## config.mk

```make
export PLATFORM = sky130hd
export DESIGN_NAME = wlp_query
export DESIGN_NICKNAME = d
export VERILOG_FILES = /design/src/sv/windowed_latency_percentiles_top_defines.svh /design/src/sv/wlp_pkg.sv /design/src/sv/wlp_div.sv /design/src/sv/wlp_query.sv
export SDC_FILE = /design/constraint.sdc
export NUM_CORES = 2
export LEC_CHECK = 0
export BUFFER_PORTS_ARGS = -buffer_cell sky130_fd_sc_hd__buf_4
export CELL_PAD_IN_SITES_DETAIL_PLACEMENT = 1
export CELL_PAD_IN_SITES_GLOBAL_PLACEMENT = 1
export CORE_MARGIN = 2
export CORE_UTILIZATION = 30
export DETAILED_ROUTE_END_ITERATION = 12
export MAX_ROUTING_LAYER = met4
export PLACE_DENSITY = 0.6
export REMOVE_ABC_BUFFERS = 1
export SETUP_SLACK_MARGIN = 0.4
export SLEW_MARGIN = 20
export SYNTH_ARGS = -nofsm -noshare
export SYNTH_HDL_FRONTEND = slang
export SYNTH_HIERARCHICAL = 1
export SYNTH_SLANG_ARGS = --single-unit
```

## constraint.sdc

```tcl
create_clock -name clock -period 47.7 [get_ports clock]
set_clock_uncertainty 0.2 [all_clocks]
set_input_delay 4.77 -clock clock [delete_from_list [all_inputs] [get_ports clock]]
set_output_delay 4.77 -clock clock [all_outputs]
set_load 0.01 [all_outputs]
```

## src/sv/windowed_latency_percentiles_top_defines.svh

```systemverilog
// ----------------------------------------------------------------------------
// windowed_latency_percentiles_top_defines
// Assertion macros shared by the latency monitor RTL.
// ----------------------------------------------------------------------------
`ifndef WINDOWED_LATENCY_PERCENTILES_TOP_DEFINES_SVH
`define WINDOWED_LATENCY_PERCENTILES_TOP_DEFINES_SVH

// same-cycle implication
`define WLP_ASSERT_IMPL(label, clk, rst, ante, cons) \
   label: assert property (@(posedge clk) disable iff (rst) (ante) |-> (cons)) \
      else $error("wlp assertion failed");

// next-cycle implication
`define WLP_ASSERT_NEXT(label, clk, rst, ante, cons) \
   label: assert property (@(posedge clk) disable iff (rst) (ante) |=> (cons)) \
      else $error("wlp assertion failed");

`endif

```

## src/sv/wlp_pkg.sv

```systemverilog
// ----------------------------------------------------------------------------
// wlp_pkg
// Types and constants of the windowed latency percentile monitor.
// ----------------------------------------------------------------------------
`default_nettype none

package wlp_pkg;

   localparam int DUR_W        = 48;
   localparam int TIME_W       = 64;
   localparam int CNT_W        = 11;
   localparam int MEAN_W       = 56;
   localparam int FRAC_W       = 8;
   localparam int ENTRY_W      = DUR_W + TIME_W;
   localparam int BIT_W        = $clog2(DUR_W);
   localparam int DEF_CAPACITY = 1024;
   localparam int REQ_TDATA_W  = 176;
   localparam int RSP_TDATA_W  = 312;

   localparam logic [TIME_W-1:0] MAX_AGE_RESET = 64'd1000000;
   localparam logic [CNT_W-1:0]  P999_RESET    = 11'd1000;

   typedef enum logic {
      OP_RECORD = 1'b0,
      OP_QUERY  = 1'b1
   } wlp_op_type;

   typedef enum logic {
      CSR_MAX_AGE  = 1'b0,
      CSR_P999_MIN = 1'b1
   } wlp_csr_type;

   typedef struct packed {
      logic              pct999_valid;
      logic [DUR_W-1:0]  largest;
      logic [DUR_W-1:0]  pct999;
      logic [DUR_W-1:0]  pct99;
      logic [DUR_W-1:0]  pct95;
      logic [DUR_W-1:0]  median;
      logic [MEAN_W-1:0] mean_fixed;
      logic [CNT_W-1:0]  sample_count;
   } wlp_result_type;

endpackage

`default_nettype wire

```

## src/sv/wlp_div.sv

```systemverilog
// ----------------------------------------------------------------------------
// wlp_div
// Restoring divider, one quotient bit per cycle.
// ----------------------------------------------------------------------------
`default_nettype none

module wlp_div #(
   parameter int DW = 66,
   parameter int VW = 11
) (
   input  wire logic          clock,
   input  wire logic          reset,
   input  wire logic          start,
   input  wire logic [DW-1:0] dividend,
   input  wire logic [VW-1:0] divisor,
   output logic               done,
   output logic      [DW-1:0] quotient
);
   localparam int CTW = $clog2(DW + 1);

   logic           busy_ff;
   logic           done_ff;
   logic [CTW-1:0] cnt_ff;
   logic [DW-1:0]  q_ff;
   logic [VW-1:0]  r_ff;
   logic [VW-1:0]  dv_ff;
   logic [VW:0]    trial;
   logic           fits;

   assign trial = {r_ff, q_ff[DW-1]};
   assign fits  = trial >= {1'b0, dv_ff};

   always_ff @(posedge clock) begin
      if (reset) begin
         busy_ff <= 1'b0;
         done_ff <= 1'b0;
         cnt_ff  <= '0;
      end else begin
         done_ff <= 1'b0;
         if (start) begin
            busy_ff <= 1'b1;
            cnt_ff  <= CTW'(DW);
            q_ff    <= dividend;
            r_ff    <= '0;
            dv_ff   <= divisor;
         end else if (busy_ff) begin
            r_ff   <= fits ? VW'(trial - {1'b0, dv_ff}) : trial[VW-1:0];
            q_ff   <= {q_ff[DW-2:0], fits};
            cnt_ff <= cnt_ff - 1'b1;
            if (cnt_ff == CTW'(1)) begin
               busy_ff <= 1'b0;
               done_ff <= 1'b1;
            end
         end
      end
   end

   assign done     = done_ff;
   assign quotient = q_ff;

endmodule

`default_nettype wire

```

## src/sv/wlp_query.sv

```systemverilog
// ----------------------------------------------------------------------------
// wlp_query
// Query sequencer: one summing pass over the ring, rank products and the mean
// division, then one counting pass per duration bit to select the four
// percentiles.
// ----------------------------------------------------------------------------
`default_nettype none

module wlp_query #(
   parameter int CAPACITY = wlp_pkg::DEF_CAPACITY,
   localparam int AW = (CAPACITY > 1) ? $clog2(CAPACITY) : 1,
   localparam int CW = $clog2(CAPACITY + 1)
) (
   input  wire logic                        clock,
   input  wire logic                        reset,
   input  wire logic                        start,
   input  wire logic [wlp_pkg::TIME_W-1:0]  now_time,
   input  wire logic [wlp_pkg::TIME_W-1:0]  max_age,
   input  wire logic [wlp_pkg::CNT_W-1:0]   p999_min,
   input  wire logic [CW-1:0]               fill,
   output logic                             mem_re,
   output logic      [AW-1:0]               mem_raddr,
   input  wire logic [wlp_pkg::ENTRY_W-1:0] mem_rdata,
   input  wire logic                        take,
   output logic                             done,
   output wlp_pkg::wlp_result_type          result
);
   import wlp_pkg::*;

   localparam int VW   = (CW > 10) ? CW : 10;
   localparam int SW   = DUR_W + CW;
   localparam int DW   = SW + FRAC_W;
   localparam int NUMW = CW + 10;
   localparam int PW   = NUMW + 32;

   // ceil(2^34 / 100) and ceil(2^40 / 1000), exact for numerators below 2^27
   localparam logic [31:0] RCP100  = 32'd171798692;
   localparam logic [31:0] RCP1000 = 32'd1099511628;
   localparam int          SH100   = 34;
   localparam int          SH1000  = 40;

   typedef enum logic [2:0] {
      S_IDLE, S_SCAN, S_DRAIN, S_PEND, S_DGO, S_DWAIT, S_OUT, S_DONE
   } state_type;

   state_type      state_ff;
   logic           sel_pass_ff;
   logic           vld_ff;
   logic [AW-1:0]  idx_ff;
   logic [TIME_W-1:0] now_ff;
   logic [TIME_W-1:0] age_ff;
   logic [CNT_W-1:0]  pmin_ff;
   logic [CW-1:0]  fill_ff;
   logic [CW-1:0]  n_ff;
   logic [SW-1:0]  sum_ff;
   logic [DUR_W-1:0] max_ff;
   logic [BIT_W-1:0] bit_ff;
   logic [CW-1:0]  rank_ff [4];
   logic [NUMW-1:0] num_ff [3];
   logic [DUR_W-1:0] pre_ff [4];
   logic [CW-1:0]  cnt_ff [4];
   logic [MEAN_W-1:0] mean_ff;
   wlp_result_type result_ff;

   logic [DUR_W-1:0]  rd_dur;
   logic [TIME_W-1:0] rd_done_at;
   logic              inwin;
   logic [DUR_W-1:0]  cand [4];
   logic              div_start;
   logic              div_done;
   logic [DW-1:0]     div_a;
   logic [VW-1:0]     div_b;
   logic [DW-1:0]     div_q;
   logic              p_valid;

   assign rd_dur     = mem_rdata[DUR_W-1:0];
   assign rd_done_at = mem_rdata[ENTRY_W-1:DUR_W];
   assign inwin      = (rd_done_at <= now_ff) && ((now_ff - rd_done_at) <= age_ff);
   assign p_valid    = 32'(n_ff) >= 32'(pmin_ff);

   always_comb begin
      for (int j = 0; j < 4; j++) begin
         cand[j] = pre_ff[j] | (DUR_W'(1) << bit_ff);
      end
   end

   assign div_a     = {sum_ff, FRAC_W'(0)};
   assign div_b     = VW'(n_ff);
   assign div_start = state_ff == S_DGO;

   wlp_div #(.DW(DW), .VW(VW)) u_div (
      .clock    (clock),
      .reset    (reset),
      .start    (div_start),
      .dividend (div_a),
      .divisor  (div_b),
      .done     (div_done),
      .quotient (div_q)
   );

   always_ff @(posedge clock) begin
      if (reset) begin
         state_ff <= S_IDLE;
         vld_ff   <= 1'b0;
      end else begin
         vld_ff <= state_ff == S_SCAN;
         if (vld_ff && inwin) begin
            if (!sel_pass_ff) begin
               n_ff   <= n_ff + 1'b1;
               sum_ff <= sum_ff + SW'(rd_dur);
               if (rd_dur > max_ff) begin
                  max_ff <= rd_dur;
               end
            end else begin
               for (int j = 0; j < 4; j++) begin
                  if (rd_dur < cand[j]) begin
                     cnt_ff[j] <= cnt_ff[j] + 1'b1;
                  end
               end
            end
         end
         case (state_ff)
            S_IDLE: begin
               if (start) begin
                  now_ff      <= now_time;
                  age_ff      <= max_age;
                  pmin_ff     <= p999_min;
                  fill_ff     <= fill;
                  n_ff        <= '0;
                  sum_ff      <= '0;
                  max_ff      <= '0;
                  sel_pass_ff <= 1'b0;
                  idx_ff      <= '0;
                  if (fill == '0) begin
                     result_ff <= '0;
                     state_ff  <= S_DONE;
                  end else begin
                     state_ff <= S_SCAN;
                  end
               end
            end
            S_SCAN: begin
               if (CW'(idx_ff) + CW'(1) == fill_ff) begin
                  state_ff <= S_DRAIN;
               end else begin
                  idx_ff <= idx_ff + 1'b1;
               end
            end
            S_DRAIN: begin
               state_ff <= S_PEND;
            end
            S_PEND: begin
               if (!sel_pass_ff) begin
                  if (n_ff == '0) begin
                     result_ff <= '0;
                     state_ff  <= S_DONE;
                  end else begin
                     rank_ff[0] <= CW'((({1'b0, n_ff}) + 1'b1) >> 1);
                     num_ff[0]  <= NUMW'(n_ff) * NUMW'(95) + NUMW'(99);
                     num_ff[1]  <= NUMW'(n_ff) * NUMW'(99) + NUMW'(99);
                     num_ff[2]  <= NUMW'(n_ff) * NUMW'(999) + NUMW'(999);
                     state_ff   <= S_DGO;
                  end
               end else begin
                  for (int j = 0; j < 4; j++) begin
                     if (cnt_ff[j] < rank_ff[j]) begin
                        pre_ff[j] <= cand[j];
                     end
                     cnt_ff[j] <= '0;
                  end
                  if (bit_ff == '0) begin
                     state_ff <= S_OUT;
                  end else begin
                     bit_ff   <= bit_ff - 1'b1;
                     idx_ff   <= '0;
                     state_ff <= S_SCAN;
                  end
               end
            end
            S_DGO: begin
               rank_ff[1] <= CW'((PW'(num_ff[0]) * PW'(RCP100)) >> SH100);
               rank_ff[2] <= CW'((PW'(num_ff[1]) * PW'(RCP100)) >> SH100);
               rank_ff[3] <= CW'((PW'(num_ff[2]) * PW'(RCP1000)) >> SH1000);
               state_ff   <= S_DWAIT;
            end
            S_DWAIT: begin
               if (div_done) begin
                  mean_ff     <= div_q[MEAN_W-1:0];
                  sel_pass_ff <= 1'b1;
                  bit_ff      <= BIT_W'(DUR_W - 1);
                  idx_ff      <= '0;
                  for (int j = 0; j < 4; j++) begin
                     pre_ff[j] <= '0;
                     cnt_ff[j] <= '0;
                  end
                  state_ff <= S_SCAN;
               end
            end
            S_OUT: begin
               result_ff.sample_count <= CNT_W'(n_ff);
               result_ff.mean_fixed   <= mean_ff;
               result_ff.median       <= pre_ff[0];
               result_ff.pct95        <= pre_ff[1];
               result_ff.pct99        <= pre_ff[2];
               result_ff.pct999       <= p_valid ? pre_ff[3] : '0;
               result_ff.largest      <= max_ff;
               result_ff.pct999_valid <= p_valid;
               state_ff               <= S_DONE;
            end
            S_DONE: begin
               if (take) begin
                  state_ff <= S_IDLE;
               end
            end
            default: state_ff <= S_IDLE;
         endcase
      end
   end

   assign mem_re    = state_ff == S_SCAN;
   assign mem_raddr = idx_ff;
   assign done      = state_ff == S_DONE;
   assign result    = result_ff;

endmodule

`default_nettype wire

```

=== After elaboration in Yosys (flattened, before gate mapping) ===
Memories as Yosys holds them, arrays and structs flattened.
Cells that the tools add are included.
W data, S select, Z words.

* Memories: 4
* Logic and storage cells: 251
* Latch bits: 0
* Input port bits: 266
* Bits in writable memories: 343
* Memory bits (read-only): 0
* Output and inout bits: 320
* Bits in registers: 751

{| class="wikitable"
|+ Memories
! name !! words !! width !! rd ports !! clocked after Yosys merged registers in !! wr ports !! line !! text
|-
| pre_ff || 4 || 48 || 4 || 0 || 4 || wlp_query.sv:60 || <nowiki>logic [DUR_W-1:0] pre_ff [4];</nowiki>
|-
| num_ff || 3 || 21 || 3 || 0 || 3 || wlp_query.sv:59 || <nowiki>logic [NUMW-1:0] num_ff [3];</nowiki>
|-
| cnt_ff || 4 || 11 || 4 || 0 || 4 || wlp_query.sv:61 || <nowiki>logic [CW-1:0] cnt_ff [4];</nowiki>
|-
| rank_ff || 4 || 11 || 4 || 0 || 3 || wlp_query.sv:58 || <nowiki>logic [CW-1:0] rank_ff [4];</nowiki>
|}

* Equal/unequal tests: 19
* Shifts and indexed selects: 1
* Bitwise operators: 18
* Reduce and logical (&&, ||, !) cells: 23
* Mux-type cells: 122
* Multipliers: 6
* Divide/modulo/power cells: 0
* Order comparisons: 13
* Add/subtract/negate cells: 16

{| class="wikitable"
|+ Operators by type and width
! kind !! number
|-
| $mux W308 || 4
|-
| $pmux W308 S3 || 1
|-
| $mux W48 || 10
|-
| $mux W59 || 4
|-
| $lt A48 B48 Y1 || 4
|-
| $or A48 B48 Y48 || 4
|-
| $mux W11 || 15
|-
| $mux W67 || 2
|-
| $le A64 B64 Y1 || 2
|-
| $mul A21 B26 Y43 const B || 2
|-
| $sub A64 B64 Y64 || 1
|-
| $mux W1 || 63
|-
| $add A59 B48 Y59 || 1
|-
| $add A11 B1 Y11 const B || 5
|-
| $mux W10 || 5
|-
| $mul A21 B29 Y49 const B || 1
|-
| $gt A48 B48 Y1 || 1
|-
| $shl A1 B6 Y48 const A || 1
|-
| $lt A11 B11 Y1 || 4
|-
| $pmux W10 S4 || 1
|-
| $add A18 B7 Y19 const B || 2
|-
| $mul A11 B7 Y18 const B || 2
|-
| $pmux W3 S8 || 1
|-
| $logic_not A11 Y1 || 2
|-
| other kinds (40) || 80
|}

=== Depth between registers and ports, before layout ===
* Depth after elaboration: 10
* Depth in mapped cells: 29
* Mapped depth without buffers: 27

=== By module ===
The synthesis kept the hierarchy.

{| class="wikitable"
|+ Modules (own cells, without submodules)
! module !! cells each !! instances !! sequential area each (um^2) !! area an instance (um^2)
|-
| wlp_query || 7299 || 1 || 27746.6 || 78353.9
|-
| wlp_div || 323 || 1 || 2852.7 || 4645.7
|}

=== Worst setup path before layout ===
OpenSTA, ideal clock, no wires.

* Kind: in2reg
* From: input port fill[2]
* To: register result_ff (netlist bit result[0]) (enable)
* Buffers on the path: 0
* Library setup time: 0.988 ns
* Setup slack: 27.958 ns
* Arrival: 18.555 ns
* Required time: 46.512 ns
* Stages on the path: 6
* Cells stage by stage: nor4_1 > nand2_1 > nor4_1 > a21boi_0 > o22a_1 > nor2_1

* Longest elaborated chain between the ends: 3

{| class="wikitable"
|+ Ends and longest elaborated chain
! what !! line !! text
|-
| start, declared || wlp_query.sv:20 || <nowiki>input wire logic [CW-1:0] fill,</nowiki>
|-
| $logic_not A11 Y1 || wlp_query.sv:134 || <nowiki>if (fill == '0) begin</nowiki>
|-
| $ne A2 B2 Y1 (no line) || -- ||
|-
| $reduce_and A6 Y1 (no line) || -- ||
|-
| end, declared || wlp_query.sv:63 || <nowiki>wlp_result_type result_ff;</nowiki>
|}

No other way between the ends.
A chain may end at the register's enable or synchronous reset.

=== Worst setup path in the final report ===
* From: input port mem_rdata[67] (netlist bit)
* To: register max_ff[19], data pin

* Longest elaborated chain between the ends: 7
* Elaborated cells between the ends (all ways): 8
* Those cells by class: add/sub: 1; order compare: 2; mux: 3; reduce/logical: 2

{| class="wikitable"
|+ Ends and longest elaborated chain
! what !! line !! text
|-
| start, declared || wlp_query.sv:23 || <nowiki>input wire logic [wlp_pkg::ENTRY_W-1:0] mem_rdata,</nowiki>
|-
| $sub A64 B64 Y64 || wlp_query.sv:78 || <nowiki>assign inwin = (rd_done_at <= now_ff) && ((now_ff - rd_done_at) <= age_ff);</nowiki>
|-
| $le A64 B64 Y1 || wlp_query.sv:78 ||
|-
| $logic_and A1 B1 Y1 (*) || wlp_query.sv:78 ||
|-
| $logic_and A1 B1 Y1 (*) || wlp_query.sv:107 || <nowiki>if (vld_ff && inwin) begin</nowiki>
|-
| $mux W48 (*) || wlp_query.sv:107 ||
|-
| $mux W48 || wlp_query.sv:124 || <nowiki>if (start) begin</nowiki>
|-
| $mux W48 (*) || wlp_query.sv:122 || <nowiki>case (state_ff)</nowiki>
|-
| end signal, assigned || wlp_query.sv:112 || <nowiki>max_ff <= rd_dur;</nowiki>
|-
| end, declared || wlp_query.sv:56 || <nowiki>logic [DUR_W-1:0] max_ff;</nowiki>
|}

Mark *: on every way between the ends. The rest lies on a longest branch, timed or not.

==> metrics.md <==
| Metric | Value |
|---|---|
| Mapped Area | `between 0.08 and 0.09 sq mm` |
| Yosys top cell area share | `between 30% and 40%` |
| Top FF cell, synth | `edfxtp_1` |
| Vias per Instance | `4.90` |
| Non-filler cells in the finished layout | `between 10000 and 15000` |
| Port bufs | `585` |
| Post-cts resize count | `0` |
| Core footprint | `~0.28 sq mm` |
| Layout cells sized above 1 | `11.1%` |
| DRC violations left | `0` |
| GRT Total Usage | `between 15 and 20%` |
| Min-delay worst type | `flip-flop to flip-flop` |
| Clock share of power | `17.8%` |
| Seq pwr share | `21.6%` |
| Logic gate share of total power | `roughly three fifths` |
| Number of max-cap violations | `0` |
| Switching share of power | `approximately 43%` |
| CP arrival | `12.72 ns` |
| Placed Area | `slightly above 0.09 sq mm` |
| Simple-Gate Fraction of Synth Area | `10.7%` |
| Top-level I/O count | `around 600` |
| Die Span Y | `~530 um` |
| Post-Synth Adder-Cell Area | `32.8%` |
| Setup TNS Final | `0 ns` |
| Max-slew violation count | `0` |
| H-tree depth | `4` |
| Post-synthesis async set-or-reset flop share | `0%` |
| Sink Count | `1086` |
| Complex-gate fraction of the synthesized area | `9.31%` |
| Fin crit share | `between 20% and 30%` |
| Post-DP HPWL | `217 mm` |
| Buffers & Inverters on Critical Path | `5` |
| Die Width | `530 um` |
| CTS Buf Count | `141` |
| Initial Util | `30.1%` |
| Final setup viols | `0` |
| Status | `completed` |
| Pint | `3.45 mW` |
| CP Launch Type | `primary input` |
| DR pass1 iterations | `7` |
| CP max stage delay | `0.63 ns` |
| Clock Pin Slew Worst Setup and Hold Paths | `0.06 ns` |
| Mux cell area share after synthesis | `around 1.5%` |
| Measured slew at the worst slew-check pin | `1.24 ns` |
| CP top delay family | `compound AO/OA/AOI/OAI gates` |
| Syn Inst Count | `7622` |
| PwrDens | `62.5 mW/mm^2` |
| Synthesized area per cell | `10.9 sq um` |
| Hold Vio Cnt, Final | `0` |
| # Post-CTS Setup Buffers | `0` |
| Initial DRC Count | `~3200` |
| CP Max Fanout | `70` |
| Rows | `193` |
| Final Wtd Congestion | `0.882` |
| Post-Place Cells | `11800` |
| Slowest CP cell | `a211oi_4` |
| Yosys reg bits | `approximately 1100` |
| Area growth syn-to-layout | `16.3%` |
| Drt wl/cell | `around 23 um` |
| Synth area leaders | `edfxtp_1 32%, ha_1 19%, fa_1 14%` |
| Synth cell types | `94` |
| FMAX | `0.0813 GHz` |
| Grt total ovfl | `0` |
| Post-layout util | `a little over a third` |
| Leak | `43.3 nW` |
| Psw | `2.58 mW` |
| Fin crit period | `12.30 ns` |
| Final wirelength | `274 mm` |
| Worst path most repeated cell | `o21ai_0` |
| Die area | `approximately 0.28 sq mm` |
| Clock root cell | `clkbuf_16` |
| Post-synth EDFFs | `about 890` |
| Unrepaired setup endpoints after global routing | `false` |
| Crit path kind | `primary input to flip-flop` |
| CTS tree | `built` |
| Clk buf depth | `4` |
| Cts hold-fix bufs | `0` |
| Register area share after synthesis | `36.9%` |
| Post-synth top area cell | `edfxtp_1` |
| Post-Synth XOR/XNOR Area | `roughly 2.8%` |
| Reg2Reg Setup Slack | `39.02 ns` |
| Antenna violations before repair | `23` |
| Total Nets Final | `~10000` |
| Vias in the first global route | `around 64000` |
| Via Count | `59000` |
| Final instance area | `0.0965 sq mm` |
| Antenna Nets Post-Route | `0` |
| CP Data Required Time | `48.12 ns` |
| Nature of the critical path endpoint | `flip-flop` |
| YS warnings | `6` |
| Largest family of logic cells by synthesized area | `adder cells` |
| First-pass GRT wire length | `~410 mm` |
| Largest net degree at the start of global routing | `140` |
| Worst slew margin | `17.2%` |
| Worst skew pair latency | `0.87 ns` |
| Highest ir drop seen on vdd | `approximately 0.000077 V` |
[worst register-to-register path: cells and delay by family (launching register included)]
family / cells / cell delay, ns
AO/OA/AOI/OAI: 12 / 3.80
AND/OR/NAND/NOR: 7 / 2.00
buffers and inverters: 3 / 1.05
adder cells (fa/ha/maj): 2 / 0.85
flip-flops: 1 / 0.44
XOR/XNOR: 1 / 0.17
[worst paths after layout]
kind           endpoint              start  depth (start not counted)
max reg2reg  max_ff[19]         now_ff[19]                         25
min          mean_ff[6]  u_div/quotient[6]                          0
min reg2reg  mean_ff[6]  u_div/quotient[6]                          0
max          max_ff[19]      mem_rdata[67]                         27
[routing by layer]
layer | up-vias | GRT usage (%) | routed length (um)
met5 | - | - | 0
met4 | 0 | 4.89 | 7040
met3 | 281 | 2.64 | 11500
met2 | 1150 | 32.7 | 131000
met1 | 30000 | 26.0 | 125000
li1 | 27600 | - | -
[cell families after synthesis]
kind of cell,Yosys count
XOR/XNOR,265
flip-flops,1086
multiplexers,116
AO/OA/AOI/OAI,1190
AND/OR/NAND/NOR,1791
buffers and inverters,1338
other,1
adder cells (fa/ha/maj),1835
[power by group through the flow]
stage          sequential [mW]  clock, mW  combinational (mW)
6_report                  1.30       1.07                3.66
5_1_grt                   1.31       1.13                4.26
4_1_cts                   1.30       1.10                3.73
3_5_place_dp              1.32          0                3.67
3_3_place_gp              1.32          0                3.56
2_1_floorplan             1.30          0                2.66
[flip-flops by register name (all words and copies together) (netlist names), 44 cells and up]
signal          count
pre_ff            192
age_ff             64
rank_ff            44
now_ff             64
result            308
u_div/quotient     67
sum_ff             59
cnt_ff             44
num_ff             55
mean_ff            56
max_ff             48
[cells in the mapped netlist (all sizes together) (39+ instances only)]
cell	number
a211oi	39
edfxtp	885
nor3	122
a21o	216
nand3	145
o31ai	58
xnor2	177
nand2b	44
nand4	109
xor2	88
clkbuf	152
dfxtp	201
o21a	44
o21ai	168
nor2	649
mux2	68
ha	1272
a22o	49
nand2	242
nor2b	51
and2	273
mux2i	48
a21oi	403
fa	563
inv	1154
[through the flow]
stage | worst slack, ns | power (mW) | hold slack [ns]
floorplan | 27.97 | 3.96 | 0.219
global placement | 34.59 | 4.88 | 0.234
detailed placement | 34.45 | 5.00 | 0.229
CTS | 35.25 | 6.14 | 0.242
global route | 34.96 | 6.71 | 0.261
finish | 35.40 | 6.03 | 0.232
[layout make-up]
cell class / count / area [sq um]
antenna: 15 / 37.5
timing repair buffer: 639 / 4830
multi-input combinational: 5205 / 47500
fill: 30800 / 179000
clock buffer: 188 / 3910
clock inverter: 54 / 634
tap: 3705 / 4640
sequential: 1086 / 30600
inverter: 1154 / 4350
[placed cells by master, fill, tap and decap left out, types with 12 or more instances in the layout]
| cell type | Yosys | layout |
|---|---|---|
| a211oi_1 | 38 | 36 |
| a21boi_0 | 17 | 17 |
| a21o_1 | 216 | 216 |
| a21oi_1 | 399 | 399 |
| a22o_1 | 49 | 49 |
| a31oi_1 | 25 | 25 |
| and2_1 | 272 | 271 |
| and3_1 | 32 | 32 |
| and4_1 | 15 | 15 |
| buf_4 | 1 | 636 |
| bufinv_16 | 0 | 13 |
| clkbuf_1 | 152 | 31 |
| clkbuf_16 | 0 | 145 |
| clkbuf_8 | 0 | 12 |
| clkinv_2 | 0 | 18 |
| dfxtp_1 | 201 | 200 |
| diode_2 | 0 | 15 |
| edfxtp_1 | 885 | 885 |
| fa_1 | 563 | 563 |
| ha_1 | 1272 | 1272 |
| inv_1 | 1153 | 1151 |
| mux2_1 | 65 | 65 |
| mux2i_1 | 48 | 48 |
| nand2_1 | 242 | 239 |
| nand2b_1 | 44 | 44 |
| nand3_1 | 144 | 143 |
| nand4_1 | 108 | 108 |
| nor2_1 | 648 | 644 |
| nor2b_1 | 51 | 51 |
| nor3_1 | 119 | 119 |
| nor4_1 | 20 | 17 |
| o211ai_1 | 24 | 24 |
| o21a_1 | 43 | 41 |
| o21ai_0 | 158 | 158 |
| o21bai_1 | 20 | 20 |
| o31ai_1 | 58 | 58 |
| or2_2 | 18 | 18 |
| or3_1 | 30 | 30 |
| xnor2_1 | 177 | 177 |
| xor2_1 | 88 | 88 |
Note: power is estimated with default switching activity, not from simulation.
